File: src/hdl/dcpm_pkg.sv
// Shared constants, types and mask helper for the don't-care pattern merge table.
package dcpm_pkg;
  localparam int PatternDepth = 1024;
  localparam int Layers       = 8;
  localparam int SsidBits     = 32;
  localparam int PhiShift     = 16;
  localparam logic [31:0] WildcardCode = 32'hFFFF_FFFF;
  localparam int SectorBits   = 16;
  localparam int IdxW  = $clog2(PatternDepth);
  localparam int CntW  = IdxW + 1;
  localparam int LayW  = (Layers > 1) ? $clog2(Layers) : 1;
  localparam int CovW  = 40;
  localparam int DcSumW = 9;

  localparam logic [2:0] CfgDcCounts = 3'd0;
  localparam logic [2:0] CfgStripMask = 3'd1;
  localparam logic [2:0] CfgMaxDc = 3'd2;
  localparam logic [2:0] CfgMaxPat = 3'd3;
  localparam logic [2:0] CfgLayers = 3'd4;

  localparam logic [1:0] OutMerged = 2'd0;
  localparam logic [1:0] OutAdded = 2'd1;
  localparam logic [1:0] OutRejected = 2'd2;

  typedef logic [SsidBits-1:0] ssid_t;

  // Allowed don't-care bits of one layer from its count.
  function automatic ssid_t layer_mask(input logic [3:0] n, input logic strip);
    logic [63:0] m;
    logic [3:0] nx;
    logic [3:0] ny;
    nx = {1'b0, n[3:1]} + {3'd0, n[0]};
    ny = {1'b0, n[3:1]};
    if (strip) m = (64'd1 << n) - 64'd1;
    else m = ((64'd1 << nx) - 64'd1) | (((64'd1 << ny) - 64'd1) << PhiShift);
    return m[SsidBits-1:0];
  endfunction
endpackage

File: src/hdl/dcpm_layer_unit.sv
// Shared compare unit: checks one stored layer against the input layer.
module dcpm_layer_unit (
  input  dcpm_pkg::ssid_t t_i,
  input  dcpm_pkg::ssid_t d_i,
  input  dcpm_pkg::ssid_t s_i,
  input  dcpm_pkg::ssid_t allow_i,
  output logic            ok_o,
  output dcpm_pkg::ssid_t newdc_o,
  output logic [5:0]      pop_o
);
  import dcpm_pkg::*;
  ssid_t wild;
  ssid_t diff;
  assign wild = WildcardCode[SsidBits-1:0];
  assign diff = t_i ^ s_i;
  always_comb begin
    if (t_i == wild || s_i == wild) begin
      ok_o = (t_i == s_i);
      newdc_o = d_i;
    end else begin
      ok_o = ((diff & ~allow_i) == '0);
      newdc_o = d_i | diff;
    end
    pop_o = 6'($countones(newdc_o));
  end
endmodule

File: config.mk
export PLATFORM = sky130hd
export DESIGN_NAME = dcpm_layer_unit
export DESIGN_NICKNAME = d
export VERILOG_FILES = /design/src/hdl/dcpm_pkg.sv /design/src/hdl/dcpm_layer_unit.sv
export SDC_FILE = /design/constraint.sdc
export NUM_CORES = 1
export LEC_CHECK = 0
export ABC_AREA = 1
export BUFFER_PORTS_ARGS = -buffer_cell sky130_fd_sc_hd__buf_2
export CORE_MARGIN = 3
export CORE_UTILIZATION = 35
export DETAILED_ROUTE_END_ITERATION = 16
export GPL_TIMING_DRIVEN = 0
export PLACE_DENSITY = 0.81
export SETUP_SLACK_MARGIN = 0.02
export SYNTH_ARGS = -nofsm -noshare
export SYNTH_HDL_FRONTEND = slang
export SYNTH_SLANG_ARGS = --single-unit
File: constraint.sdc
create_clock -name vclk -period 5
set_input_delay 0.25 -clock vclk [all_inputs]
set_output_delay 0.25 -clock vclk [all_outputs]
set_load 0.03 [all_outputs]
==> flow_summary.toml <==
[drt]
via_count = 3268
avgRoutedWirePerCell_um = 14.1
avgViaCountPerCell = 4.73
first_iter_violations = 111
ant_nets = 0
drt-total-wl_mm = 9.76
drc = 0
drt_first_pass_iters = 4

[floorplanning]
core-area_um2 = 6420
rows = 29
die_h_um = 87.7
fp.dieW_um = 87.7
start_util_pct = 36.4
die_area_um2 = 7690
num_io_pins = 167

[timing]
setup_ws_ns = -0.662
hold_violations = 0
fmax_mhz = 177
relSlewSlack_pct = 73.7
rsz0062_at_grt = "true"
slew_violations = 0
setup_violations = 6
tightest_slew_ns = 0.394
fin_crit_ns = 5.66
fin_crit_sh_pct = 113

[critical_path]
cp-end-kind = "output port"
crit_path_end = "pop_o[4]"
cp-startpoint = "s_i[25]"
crit_required_ns = 4.75
crit_type = "in -> out"
start_kind = "input pin"
crit_fanout = 6
cp.arrival_ns = 5.41

[finish]
syn_to_final_growth_pct = 78.9
drive_gt1_share_pct = 46.4
final_area_um2 = 4180
clock_buffers = 0
seq_cell_count = 0
final_nets = 775
diodes = 0
instances_no_fill = 691
seq_area_um2 = 0

[placed_design]
io_buffers = 167
placed_area_um2 = 3400
hpwl_mm = 7.74
dp.cells = 675
gp_congestion = 0.887

[pwr]
p_per_area_nw_per_um2 = 577
power_mw = 2.41
power.leakage_nw = 2.39
peakVddDrop_v = 0.00179

[synth]
synth_area_per_cell_um2 = 5.42
synth_top_area_share_pct = 27.9
yosys_warnings = 0
synth_area_leaders = "nand2_1 (28%), fa_1 (21%), inv_1 (16%)"
synth_cell_type_count = 19
syn-cell-area_um2 = 2340
syn_nets = 590
synthCells = 431
yosys.area.top_type = "nand2_1"
ys_seq_area_share_pct = 0

[grt]
grt_pass1_vias = 3152
antenna_found_initial = 0
grt.total_usage_pct = 22.2
grt_pass1_wl_mm = 13.9
overflow = 0
grt_max_degree = 11

[hold_path]
hold_class = "in -> out"
min-delay-start = "d_i[3]"
hold_path_depth = 4

[outcome]
violations = "setup timing"
status = "finished, violations left"

[flow_run]
cap_violations = 0
layout make-up:
cell class | instances | area, um^2
multi-input combinational | 328 | 2330
fill | 585 | 2240
timing repair buffer | 183 | 1320
inverter | 100 | 380
tap | 77 | 96.3
buffer | 3 | 55.1
kinds of logic after synthesis:
kind of cell	share of synthesized area (%)
fa+ha+maj	24.3
simple gates	46.1
compound gates	11.2
xor+xnor	1.12
buf+inv	17.2
cells in the final DEF (no fill, tap or decap), types with 5 or more instances in the layout:
master and instances:
o21bai_2 5, nand3b_1 19, nand2_4 10, buf_8 5, buf_4 18, buf_6 46, nor2_2 11, nor2_4 7
fa_1 16, nand2_1 144, buf_2 113, nor2_1 24, fa_2 8, inv_2 9, nand3_1 15, nand2_2 21
or2_2 7, inv_1 89, o21bai_1 16, o21bai_4 7
worst max-delay path, cell delays in order:
cell,delay [ns]
buf_6,0.08
nand2_2,0.05
nor2_2,0.11
nand2_2,0.08
nor2_4,0.12
nand2_2,0.07
nand2_4,0.13
buf_12,0.14
o21bai_4,0.08
fa_1,0.54
inv_1,0.05
fa_1,0.49
inv_2,0.04
fa_2,0.48
fa_2,0.59
inv_2,0.04
fa_2,0.52
fa_2,0.44
inv_2,0.08
ha_4,0.13
inv_4,0.03
fa_2,0.34
o21ai_2,0.19
xor2_2,0.16
buf_6,0.15
cell usage after synthesis (2+ instances only):
| master | n |
|---|---|
| nand2_1 | 174 |
| or2_2 | 7 |
| xor2_1 | 2 |
| buf_4 | 2 |
| nor2_1 | 42 |
| nand3_1 | 15 |
| o21bai_1 | 26 |
| o21bai_2 | 2 |
| fa_1 | 24 |
| o21ai_0 | 5 |
| ha_1 | 7 |
| inv_1 | 100 |
| nand3b_1 | 19 |
worst min-delay path by stage:
stage          slack (ns)           to
3_3_place_gp         0.87   newdc_o[0]
6_report             0.88   newdc_o[3]
4_1_cts              0.87   newdc_o[0]
5_1_grt              0.89  newdc_o[19]
2_1_floorplan        0.65  newdc_o[27]
3_5_place_dp         0.87   newdc_o[0]
metal layers:
layer,up-vias,track usage [%],part of all wire (%)
met3,22,0.659,5.2
met5,-,0,0
li1,1645,-,-
met2,122,42.2,53
met4,0,1.67,2.2
met1,1479,28.8,39
power by group:
group | internal (mW) | switching (mW) | leakage (nW)
Combinational | 1.14 | 1.27 | 2.39
Sequential | 0 | 0 | 0
Clock | 0 | 0 | 0
timing repair:
action / CTS / global route
pin swaps: 12 / 52
endpoints found under the setup margin: 6 / 6
setup buffers: 11 / 5
hold buffers: 0 / 0
gates resized for setup: 47 / 125
cloned: 1 / 0
stage by stage:
stage	TNS (ns)	hold slack [ns]	util, %	worst slack, ns
6_report	-2.91	0.876	65.1	-0.662
5_1_grt	-3.82	0.889	65.1	-0.820
3_5_place_dp	-4.75	0.870	53.0	-0.993
3_3_place_gp	-4.47	0.875	53.0	-0.927
2_1_floorplan	-1.70	0.647	-	-0.441
4_1_cts	-3.37	0.872	57.7	-0.720
Power figures use the tool's default switching activity.
